File: config.mk
export PLATFORM = sky130hd
export DESIGN_NAME = move_to_front_history_table_top
export DESIGN_NICKNAME = d
export VERILOG_FILES = /design/src/mfh_pkg.sv /design/src/mfh_cell.sv /design/src/mfh_ctrl.sv /design/src/move_to_front_history_table_top.sv
export VERILOG_INCLUDE_DIRS = /design/src /design/src/src
export SDC_FILE = /design/constraint.sdc
export NUM_CORES = 2
export LEC_CHECK = 0
export BUFFER_PORTS_ARGS = -buffer_cell sky130_fd_sc_hd__buf_2
export CORE_AREA = 3 3 473 592
export CTS_CLUSTER_SIZE = 12
export DETAILED_ROUTE_END_ITERATION = 8
export DIE_AREA = 0 0 476 595
export HOLD_SLACK_MARGIN = 0.08
export PLACE_DENSITY = 0.66
export SLEW_MARGIN = 20
export SYNTH_ARGS = -nofsm -noshare
export SYNTH_HDL_FRONTEND = slang
export SYNTH_HIERARCHICAL = 1
export SYNTH_SLANG_ARGS = --single-unit
File: constraint.sdc
create_clock -name aclk -period 17.58 [get_ports aclk]
set_input_delay 4.395 -clock aclk [delete_from_list [all_inputs] [get_ports aclk]]
set_output_delay 4.395 -clock aclk [all_outputs]
set_load 0.02 [all_outputs]
File: src/assert_macros.svh
// Assertion macros for the move-to-front history table.
`ifndef ASSERT_MACROS_SVH
`define ASSERT_MACROS_SVH

`ifndef SYNTHESIS

// Same-cycle implication, checked at every rising clock edge outside reset.
`define MFH_ASSERT_IMPL(label, clk, rst_n, ante, cons, msg) \
    label: assert property (@(posedge clk) disable iff (!rst_n) (ante) |-> (cons)) \
        else $error(msg);

// Next-cycle implication, checked at every rising clock edge outside reset.
`define MFH_ASSERT_NEXT(label, clk, rst_n, ante, cons, msg) \
    label: assert property (@(posedge clk) disable iff (!rst_n) (ante) |=> (cons)) \
        else $error(msg);

`else

`define MFH_ASSERT_IMPL(label, clk, rst_n, ante, cons, msg)
`define MFH_ASSERT_NEXT(label, clk, rst_n, ante, cons, msg)

`endif

`endif

File: src/mfh_pkg.sv
// Shared types, codes and field layout of the move-to-front history table.
package mfh_pkg;

    localparam int DEPTH_DEF  = 32;
    localparam int KEY_W      = 32;
    localparam int SCROLL_W   = 20;
    localparam int ID_W       = 8;
    localparam int ACT_W      = 3;
    localparam int VALUE_W    = 32;
    localparam int COLL_SHIFT = 24;

    // Layout of the input tdata word.
    localparam int IN_KEY_LSB   = 0;
    localparam int IN_PREV_LSB  = 32;
    localparam int IN_KEEP_BIT  = 64;
    localparam int IN_POS_LSB   = 65;
    localparam int IN_LEVEL_BIT = 85;
    localparam int IN_W         = 88;

    typedef enum logic [ACT_W-1:0] {
        ACT_ADD        = 3'd0,
        ACT_GET_PREV   = 3'd1,
        ACT_GET_SCROLL = 3'd2,
        ACT_LOG_SCROLL = 3'd3,
        ACT_CLEAR      = 3'd4,
        ACT_SAVE       = 3'd5
    } action_t;

    typedef enum logic [1:0] {
        MARK_NONE   = 2'd0,
        MARK_NORMAL = 2'd1,
        MARK_SCROLL = 2'd2
    } mark_t;

    typedef enum logic [1:0] {
        SAVE_NONE  = 2'd0,
        SAVE_NOW   = 2'd1,
        SAVE_DEFER = 2'd2
    } save_t;

    typedef enum logic {
        ST_IDLE = 1'b0,
        ST_MOVE = 1'b1
    } state_t;

    typedef struct packed {
        logic [KEY_W-1:0]    key;
        logic [KEY_W-1:0]    prev;
        logic [SCROLL_W-1:0] scroll;
    } entry_t;

    // Control broadcast from the controller to every cell.
    typedef struct packed {
        logic look;        // compare the search key and latch the match
        logic shift;       // move entries one place back
        logic use_hit;     // shift up to the matching cell, else up to the count
        logic front_load;  // load the front cell from the controller
    } cell_ctrl_t;

endpackage

File: src/mfh_cell.sv
// One table cell: stored entry, key compare, match latch and neighbor shift.
module mfh_cell
    import mfh_pkg::*;
#(
    parameter int TABLE_DEPTH = DEPTH_DEF,
    parameter int CELL_IDX    = 0,
    localparam int CNT_W      = $clog2(TABLE_DEPTH + 1)
) (
    input  logic             aclk,
    input  logic             aresetn,
    input  cell_ctrl_t       ctrl,
    input  logic [KEY_W-1:0] cmp_key,
    input  logic [CNT_W-1:0] count,
    input  entry_t           load_data,
    input  logic             hit_in,
    input  entry_t           sel_in,
    output entry_t           entry_out,
    output logic             hit_out,
    output entry_t           sel_out
);

    localparam logic [CNT_W-1:0] IDX_C = CNT_W'(CELL_IDX);

    entry_t entry_reg;
    logic   match_reg;
    logic   active;
    logic   load;

    assign active    = IDX_C < count;
    assign entry_out = entry_reg;
    assign hit_out   = hit_in | match_reg;
    assign sel_out   = entry_t'(sel_in | (match_reg ? entry_reg : '0));

    generate
        if (CELL_IDX == 0) begin : g_front
            assign load = ctrl.front_load;
        end else begin : g_body
            // Shift in from the neighbor in front: up to and including the
            // matching cell on a hit, up to the fill count on a miss.
            assign load = ctrl.shift & (ctrl.use_hit ? hit_out : (IDX_C <= count));
        end
    endgenerate

    always_ff @(posedge aclk) begin
        if (!aresetn) begin
            match_reg <= 1'b0;
        end else if (ctrl.look) begin
            match_reg <= active && (entry_reg.key == cmp_key);
        end
    end

    always_ff @(posedge aclk) begin
        if (load) begin
            entry_reg <= load_data;
        end
    end

endmodule

File: src/mfh_ctrl.sv
// Controller: handshakes, action decode, fill count, change mark and result word.
module mfh_ctrl
    import mfh_pkg::*;
#(
    parameter int TABLE_DEPTH = DEPTH_DEF,
    localparam int CNT_W      = $clog2(TABLE_DEPTH + 1),
    localparam int OUT_RAW_W  = VALUE_W + CNT_W + 2,
    localparam int OUT_W      = ((OUT_RAW_W + 7) / 8) * 8
) (
    input  logic             aclk,
    input  logic             aresetn,
    input  logic             s_tvalid,
    output logic             s_tready,
    input  logic [IN_W-1:0]  s_tdata,
    input  logic [ACT_W-1:0] s_tuser,
    output logic             m_tvalid,
    input  logic             m_tready,
    output logic [OUT_W-1:0] m_tdata,
    output logic             m_tuser,
    input  logic             cfg_valid,
    output logic             cfg_ready,
    input  logic [ID_W-1:0]  cfg_data,
    output cell_ctrl_t       cell_ctrl,
    output logic [KEY_W-1:0] cmp_key,
    output logic [CNT_W-1:0] count,
    output entry_t           front_data,
    input  entry_t           head_data,
    input  logic             hit,
    input  entry_t           sel_data
);

    state_t               state_reg, state_next;
    action_t              act_reg, act_next;
    logic [KEY_W-1:0]     key_reg, key_next;
    logic [KEY_W-1:0]     prev_reg, prev_next;
    logic                 keep_reg, keep_next;
    logic [SCROLL_W-1:0]  pos_reg, pos_next;
    logic                 level_reg, level_next;
    logic [CNT_W-1:0]     count_reg, count_next;
    mark_t                mark_reg, mark_next;
    logic [ID_W-1:0]      id_reg;
    logic                 out_valid_reg, out_valid_next;
    logic [OUT_W-1:0]     out_data_reg, out_data_next;
    logic                 out_found_reg, out_found_next;

    logic [KEY_W-1:0]     in_key;
    logic [KEY_W-1:0]     stamped_key;
    logic                 accept;
    logic                 found_n;
    logic [VALUE_W-1:0]   value_n;
    save_t                save_n;

    assign cfg_ready = 1'b1;
    assign m_tvalid  = out_valid_reg;
    assign m_tdata   = out_data_reg;
    assign m_tuser   = out_found_reg;
    assign count     = count_reg;

    // A key without a collection id takes the current one.
    assign in_key      = s_tdata[IN_KEY_LSB +: KEY_W];
    assign stamped_key = (in_key[KEY_W-1:COLL_SHIFT] == '0)
                       ? {id_reg, in_key[COLL_SHIFT-1:0]} : in_key;
    assign cmp_key     = (action_t'(s_tuser) == ACT_GET_SCROLL) ? in_key : stamped_key;

    always_ff @(posedge aclk) begin
        if (!aresetn) begin
            state_reg     <= ST_IDLE;
            count_reg     <= '0;
            mark_reg      <= MARK_NONE;
            id_reg        <= '0;
            out_valid_reg <= 1'b0;
        end else begin
            state_reg     <= state_next;
            count_reg     <= count_next;
            mark_reg      <= mark_next;
            out_valid_reg <= out_valid_next;
            if (cfg_valid) begin
                id_reg <= cfg_data;
            end
        end
    end

    always_ff @(posedge aclk) begin
        act_reg       <= act_next;
        key_reg       <= key_next;
        prev_reg      <= prev_next;
        keep_reg      <= keep_next;
        pos_reg       <= pos_next;
        level_reg     <= level_next;
        out_data_reg  <= out_data_next;
        out_found_reg <= out_found_next;
    end

    always_comb begin
        state_next     = state_reg;
        act_next       = act_reg;
        key_next       = key_reg;
        prev_next      = prev_reg;
        keep_next      = keep_reg;
        pos_next       = pos_reg;
        level_next     = level_reg;
        count_next     = count_reg;
        mark_next      = mark_reg;
        out_valid_next = out_valid_reg && !m_tready;
        out_data_next  = out_data_reg;
        out_found_next = out_found_reg;
        s_tready       = 1'b0;
        accept         = 1'b0;
        cell_ctrl      = '0;
        front_data     = head_data;
        found_n        = 1'b0;
        value_n        = '0;
        save_n         = SAVE_NONE;

        unique case (state_reg)
            ST_IDLE: begin
                s_tready       = 1'b1;
                accept         = s_tvalid;
                cell_ctrl.look = accept;
                if (accept) begin
                    state_next = ST_MOVE;
                    act_next   = action_t'(s_tuser);
                    key_next   = stamped_key;
                    prev_next  = s_tdata[IN_PREV_LSB +: KEY_W];
                    keep_next  = s_tdata[IN_KEEP_BIT];
                    pos_next   = s_tdata[IN_POS_LSB +: SCROLL_W];
                    level_next = s_tdata[IN_LEVEL_BIT];
                end
            end
            ST_MOVE: begin
                // Finish only when the result register is free or draining.
                if (!out_valid_reg || m_tready) begin
                    state_next = ST_IDLE;
                    unique case (act_reg)
                        ACT_ADD: begin
                            mark_next            = MARK_NORMAL;
                            cell_ctrl.shift      = 1'b1;
                            cell_ctrl.use_hit    = hit;
                            cell_ctrl.front_load = 1'b1;
                            found_n              = hit;
                            if (hit) begin
                                front_data.key    = sel_data.key;
                                front_data.prev   = (prev_reg != '0) ? prev_reg : sel_data.prev;
                                front_data.scroll = keep_reg ? sel_data.scroll : '0;
                            end else begin
                                front_data.key    = key_reg;
                                front_data.prev   = prev_reg;
                                front_data.scroll = '0;
                                if (count_reg != CNT_W'(TABLE_DEPTH)) begin
                                    count_next = count_reg + CNT_W'(1);
                                end
                            end
                        end
                        ACT_GET_PREV: begin
                            found_n = hit;
                            value_n = sel_data.prev;
                        end
                        ACT_GET_SCROLL: begin
                            found_n = hit;
                            value_n = VALUE_W'(sel_data.scroll);
                        end
                        ACT_LOG_SCROLL: begin
                            if (mark_reg != MARK_NORMAL) begin
                                mark_next = MARK_SCROLL;
                            end
                            cell_ctrl.front_load = 1'b1;
                            front_data.scroll    = pos_reg;
                        end
                        ACT_CLEAR: begin
                            count_next = '0;
                            mark_next  = MARK_NORMAL;
                        end
                        ACT_SAVE: begin
                            if (mark_reg != MARK_NONE) begin
                                if (level_reg || mark_reg == MARK_NORMAL) begin
                                    mark_next = MARK_NONE;
                                    save_n    = SAVE_NOW;
                                end else begin
                                    save_n = SAVE_DEFER;
                                end
                            end
                        end
                        default: begin
                        end
                    endcase
                    out_valid_next = 1'b1;
                    out_found_next = found_n;
                    out_data_next  = OUT_W'({save_n, count_next, value_n});
                end
            end
            default: begin
                state_next = ST_IDLE;
            end
        endcase
    end

endmodule

File: src/move_to_front_history_table_top.sv
// Top level of the move-to-front history table: cell chain and controller.
//
// A most-recent-first table of up to TABLE_DEPTH entries, each holding a
// 32-bit key, the key visited before it and a 20-bit scroll position. Every
// input word carries one action in s_tuser and gives exactly one result word.
// When a word is accepted every cell compares its key with the search key
// and latches the match; once the result register is free or draining, the
// match and the matching entry ripple through the cell chain to the front,
// the cells shift back by one place where needed, and the result is
// registered. The block takes no new word until it has finished the last.
// The result register holds its word until taken; while it is still full
// the block can accept one more word but will not finish it until the
// result register frees up. The collection id register is written through
// cfg_valid/cfg_data and must only be written while no word is in flight.
// Stored entries beyond the fill count are never looked at, so the table
// needs no clearing pass after reset.
`include "assert_macros.svh"

module move_to_front_history_table_top
    import mfh_pkg::*;
#(
    parameter int TABLE_DEPTH = DEPTH_DEF,
    localparam int CNT_W      = $clog2(TABLE_DEPTH + 1),
    localparam int OUT_RAW_W  = VALUE_W + CNT_W + 2,
    localparam int OUT_W      = ((OUT_RAW_W + 7) / 8) * 8
) (
    input  logic             aclk,
    input  logic             aresetn,
    // Input word.
    input  logic             s_tvalid,
    output logic             s_tready,
    // s_tdata from bit 0: article_key[31:0], previous_key[63:32],
    // keep_position[64], scroll_position[84:65], save_level[85], zero pad.
    input  logic [IN_W-1:0]  s_tdata,
    // s_tuser: action[2:0].
    input  logic [ACT_W-1:0] s_tuser,
    // Result word.
    output logic             m_tvalid,
    input  logic             m_tready,
    // m_tdata from bit 0: result_value[31:0], entry_count[CNT_W-1+32:32],
    // save_result (next two bits), zero pad.
    output logic [OUT_W-1:0] m_tdata,
    // m_tuser: found.
    output logic             m_tuser,
    // Collection id register write.
    input  logic             cfg_valid,
    output logic             cfg_ready,
    input  logic [ID_W-1:0]  cfg_data
);

    cell_ctrl_t       cell_ctrl;
    logic [KEY_W-1:0] cmp_key;
    logic [CNT_W-1:0] count;
    entry_t           front_data;
    entry_t           cell_data [TABLE_DEPTH];
    entry_t           sel_chain [TABLE_DEPTH+1];
    logic [TABLE_DEPTH:0] hit_chain;

    // The hit flag and the matching entry travel from the back of the chain
    // toward the front; the far end starts them empty.
    assign hit_chain[TABLE_DEPTH] = 1'b0;
    assign sel_chain[TABLE_DEPTH] = '0;

    mfh_ctrl #(
        .TABLE_DEPTH (TABLE_DEPTH)
    ) u_ctrl (
        .aclk       (aclk),
        .aresetn    (aresetn),
        .s_tvalid   (s_tvalid),
        .s_tready   (s_tready),
        .s_tdata    (s_tdata),
        .s_tuser    (s_tuser),
        .m_tvalid   (m_tvalid),
        .m_tready   (m_tready),
        .m_tdata    (m_tdata),
        .m_tuser    (m_tuser),
        .cfg_valid  (cfg_valid),
        .cfg_ready  (cfg_ready),
        .cfg_data   (cfg_data),
        .cell_ctrl  (cell_ctrl),
        .cmp_key    (cmp_key),
        .count      (count),
        .front_data (front_data),
        .head_data  (cell_data[0]),
        .hit        (hit_chain[0]),
        .sel_data   (sel_chain[0])
    );

    // Cell zero is the most recent entry and loads from the controller;
    // every other cell loads from the cell in front of it.
    generate
        for (genvar i = 0; i < TABLE_DEPTH; i++) begin : g_cell
            entry_t load_data;
            if (i == 0) begin : g_head
                assign load_data = front_data;
            end else begin : g_tail
                assign load_data = cell_data[i-1];
            end

            mfh_cell #(
                .TABLE_DEPTH (TABLE_DEPTH),
                .CELL_IDX    (i)
            ) u_cell (
                .aclk      (aclk),
                .aresetn   (aresetn),
                .ctrl      (cell_ctrl),
                .cmp_key   (cmp_key),
                .count     (count),
                .load_data (load_data),
                .hit_in    (hit_chain[i+1]),
                .sel_in    (sel_chain[i+1]),
                .entry_out (cell_data[i]),
                .hit_out   (hit_chain[i]),
                .sel_out   (sel_chain[i])
            );
        end
    endgenerate

    // The fill count never exceeds the number of cells.
    `MFH_ASSERT_IMPL(a_count_bound, aclk, aresetn, 1'b1, count <= CNT_W'(TABLE_DEPTH), "fill count above table depth")

    // After an accepted word the block is busy finishing it.
    `MFH_ASSERT_NEXT(a_busy_after_accept, aclk, aresetn, s_tvalid && s_tready, !s_tready, "input accepted while previous word unfinished")

    // A shift of the chain always comes with a new front entry and never
    // while words are being accepted.
    `MFH_ASSERT_IMPL(a_shift_with_front, aclk, aresetn, cell_ctrl.shift, cell_ctrl.front_load && !s_tready, "chain shift without front load")

endmodule
==> impl_metrics.env <==
export IMPL_via_per_inst=5.36
export IMPL_critPathKind="flop to flop"
export IMPL_clk_pin_slew_worst_paths_ps=60
export IMPL_critPathSlowestCell="a31oi_4"
export IMPL_avgRoutedWirePerCell_um=21.3
export IMPL_cts_setup_buffers=0
export IMPL_yosys_warnings=6
export IMPL_min_path_cells=0
export IMPL_grt_max_degree=134
export IMPL_rows=215
export IMPL_crit_path_start_kind="flop"
export IMPL_slowest_delay_ps=750
export IMPL_crit_cells=51
export IMPL_synth_edf_count=2818
export IMPL_cts_hold_buf=0
export IMPL_slew_viol_final=0
export IMPL_grt_overflow_total=0
export IMPL_firstDrtPassIters=6
export IMPL_async_reset_ff_share_pct=0
export IMPL_ys_flop_type="edfxtp_1"
export IMPL_clock_path_buffers=4
export IMPL_slew_headroom_pct=23.1
export IMPL_clock_fmax_ghz=0.0799
export IMPL_cp_arrival_ps=13050
export IMPL_ys_ff_latch=2868
export IMPL_yosys_area_top_type="edfxtp_1"
export IMPL_die_w_um=476
export IMPL_drive_above_1_share_pct=9.49
export IMPL_start_util_pct=45.0
export IMPL_io_buffers=144
export IMPL_final_util_pct=50.2
export IMPL_vdd_ir_drop_max_mv=0.118
export IMPL_cellLeakagePower_nw=56.6
export IMPL_grt_pass1_vias=69300
export IMPL_pre_cts_ws_ps=5310
export IMPL_period_share_pct=71.2
export IMPL_status="completed"
export IMPL_dieArea_sq_um=283000
export IMPL_synth_area_top_cells="edfxtp_1, a21o_1, xor2_1"
export IMPL_tightestPinTransition_ps=1150
export IMPL_synth_top_area_share_pct=68.5
export IMPL_vias=65700
export IMPL_ff_latch_area_sq_um=85700
export IMPL_setup_viol_count_final=0
export IMPL_yosysUniqueCellTypes=77
export IMPL_tns_ps=0
export IMPL_synth_avg_cell_area_sq_um=15.3
export IMPL_drcViolationCount=0
export IMPL_hold_viol_final=0
export IMPL_dp_hpwl_um=193000
export IMPL_finalNonFillerCells=12200
export IMPL_die_y_um=595
export IMPL_grt_usage_pct=18.2
export IMPL_htreeDepth=5
export IMPL_r2r_cells=51
export IMPL_path_max_fanout=59
export IMPL_cts_root_buffer="clkbuf_16"
export IMPL_hold_class="flop to flop"
export IMPL_p_per_area_nw_per_um2=102
export IMPL_yosysSeqAreaShare_pct=69.3
export IMPL_cp_common_cell="or2_2"
export IMPL_required_ps=18110
export IMPL_cts_num_sinks=2868
export IMPL_fin_crit_ps=12520
export IMPL_coreArea_sq_um=275000
export IMPL_nFillCells=22500
export IMPL_synthesis_area_sq_um=124000
export IMPL_ant_nets=0
export IMPL_placedCellCount=11800
export IMPL_largest_reg_flops=2688
export IMPL_antenna_found_initial=2
export IMPL_detail_route_iter0_violations=4676
export IMPL_critical_path_buf_inv_count=16
export IMPL_cts_tree="built"
export IMPL_cap_violations=0
export IMPL_cp_top_family="simple AND/OR/NAND/NOR gates"
export IMPL_place_congestion=0.953
export IMPL_critPathCaptureType="flop"
export IMPL_rsz0062_at_grt="false"
export IMPL_skew_ps=48.3
export IMPL_multi_input_area_sq_um=36600
export IMPL_fin_nets=8491
export IMPL_grt_pass1_wl_um=407000
export IMPL_fin_ws_ps=5060
export IMPL_clk_latency_ps=930
export IMPL_drt_total_wl_um=261000
export IMPL_ctsResizeCount=0
export IMPL_area_growth_pct=11.6
export IMPL_synthCells=8087
export IMPL_p_total_mw=14.1
export IMPL_cts_made_buffers=312
export IMPL_ios=148
## layer usage
layer / global-route usage, % / wire length (um) / part of all wire [%]
met5: 0 / 0 / 0
met4: 10.2 / 15400 / 5.9
met3: 2.69 / 10400 / 4.0
met2: 31.2 / 129000 / 50
met1: 21.9 / 106000 / 41
## power by group
part           internal [mW]  switching, mW
Clock                   3.40           2.46
Combinational          0.290          0.407
Sequential              7.47         0.0263
Total                   11.2           2.90
## worst paths after layout
check | start | to | slack, ps
worst max register to register | g_cell[31].u_cell/match_reg | g_cell[27].u_cell/entry_out[30] | 5060
worst max-delay path | g_cell[31].u_cell/match_reg | g_cell[27].u_cell/entry_out[30] | 5060
worst min-delay path | g_cell[22].u_cell/entry_out[25] | g_cell[23].u_cell/entry_out[25] | 410
worst min register to register | g_cell[22].u_cell/entry_out[25] | g_cell[23].u_cell/entry_out[25] | 410
## cells in the mapped netlist (27+ instances only)
master,count
o22ai_1,35
xnor2_1,467
o21ai_0,77
nor2_1,105
buf_2,107
a21o_2,33
edfxtp_1,2818
nand2_1,92
mux2i_1,40
nor3_1,43
buf_1,30
a21oi_1,28
nand4_1,143
xor2_1,546
dfxtp_1,50
o21ai_1,27
nor4_1,131
nand3b_1,31
a21o_1,2676
nand3_1,47
inv_1,82
clkbuf_1,202
## per-stage QoR
| stage | hold WS, ps | area, sq um |
|---|---|---|
| 6_report | 406 | 138000 |
| 5_1_grt | 423 | 138000 |
| 4_1_cts | 405 | 138000 |
| 3_5_place_dp | 432 | 129000 |
| 3_3_place_gp | 428 | 129000 |
| 2_1_floorplan | 427 | 124000 |
## kinds of logic (layout without fill, tap and decap cells)
logic type | after synthesis | in the layout | share of synthesized area (%)
AOI/OAI and AO/OA | 2998 | 2998 | 18.0
DFF | 2868 | 2868 | 69.3
muxes | 41 | 41 | 0.333
buffers and inverters | 453 | 829 | 1.60
other | 2 | 89 | 0.00608
xor gates and xnor gates | 1014 | 1014 | 7.20
and+or+nand+nor | 709 | 709 | 3.48
adders and majority gates | 2 | 2 | 0.0203
## placed cells by master (no fill, tap or decap), types with 8 or more instances in the layout
cell,Yosys,layout
o22ai_1,35,35
mux2i_1,40,40
nand3b_1,31,31
nand2_1,92,92
nor4_4,8,8
a31oi_1,16,14
inv_1,82,81
conb_1,2,86
a22oi_1,20,20
buf_2,107,143
a21oi_1,28,21
xor2_1,546,546
o211ai_1,8,8
nand3_1,47,47
dfxtp_2,0,38
a21o_2,33,41
clkbuf_16,0,320
clkbuf_1,202,69
nor4_1,131,131
clkinv_2,0,22
clkinv_1,2,49
xnor2_1,467,467
nor4_2,24,24
nand4_1,143,143
or2_2,13,14
dfxtp_1,50,12
o21ai_0,77,77
a22o_1,21,21
buf_4,25,121
nor2_1,105,102
nor3_1,43,43
o21ai_1,27,27
a21o_1,2676,2668
or4_1,18,17
edfxtp_1,2818,2818
## layout make-up
class	instances	area share, %
diodes	3	0.00545
clock buffers	396	6.07
clock inverters	80	0.371
inverters	85	0.242
multi-input cells	4850	26.5
flip-flops and latches	2868	62.2
well taps	3689	3.35
repair buffers	268	1.25
No activity file was read; power rests on OpenSTA's default activity.
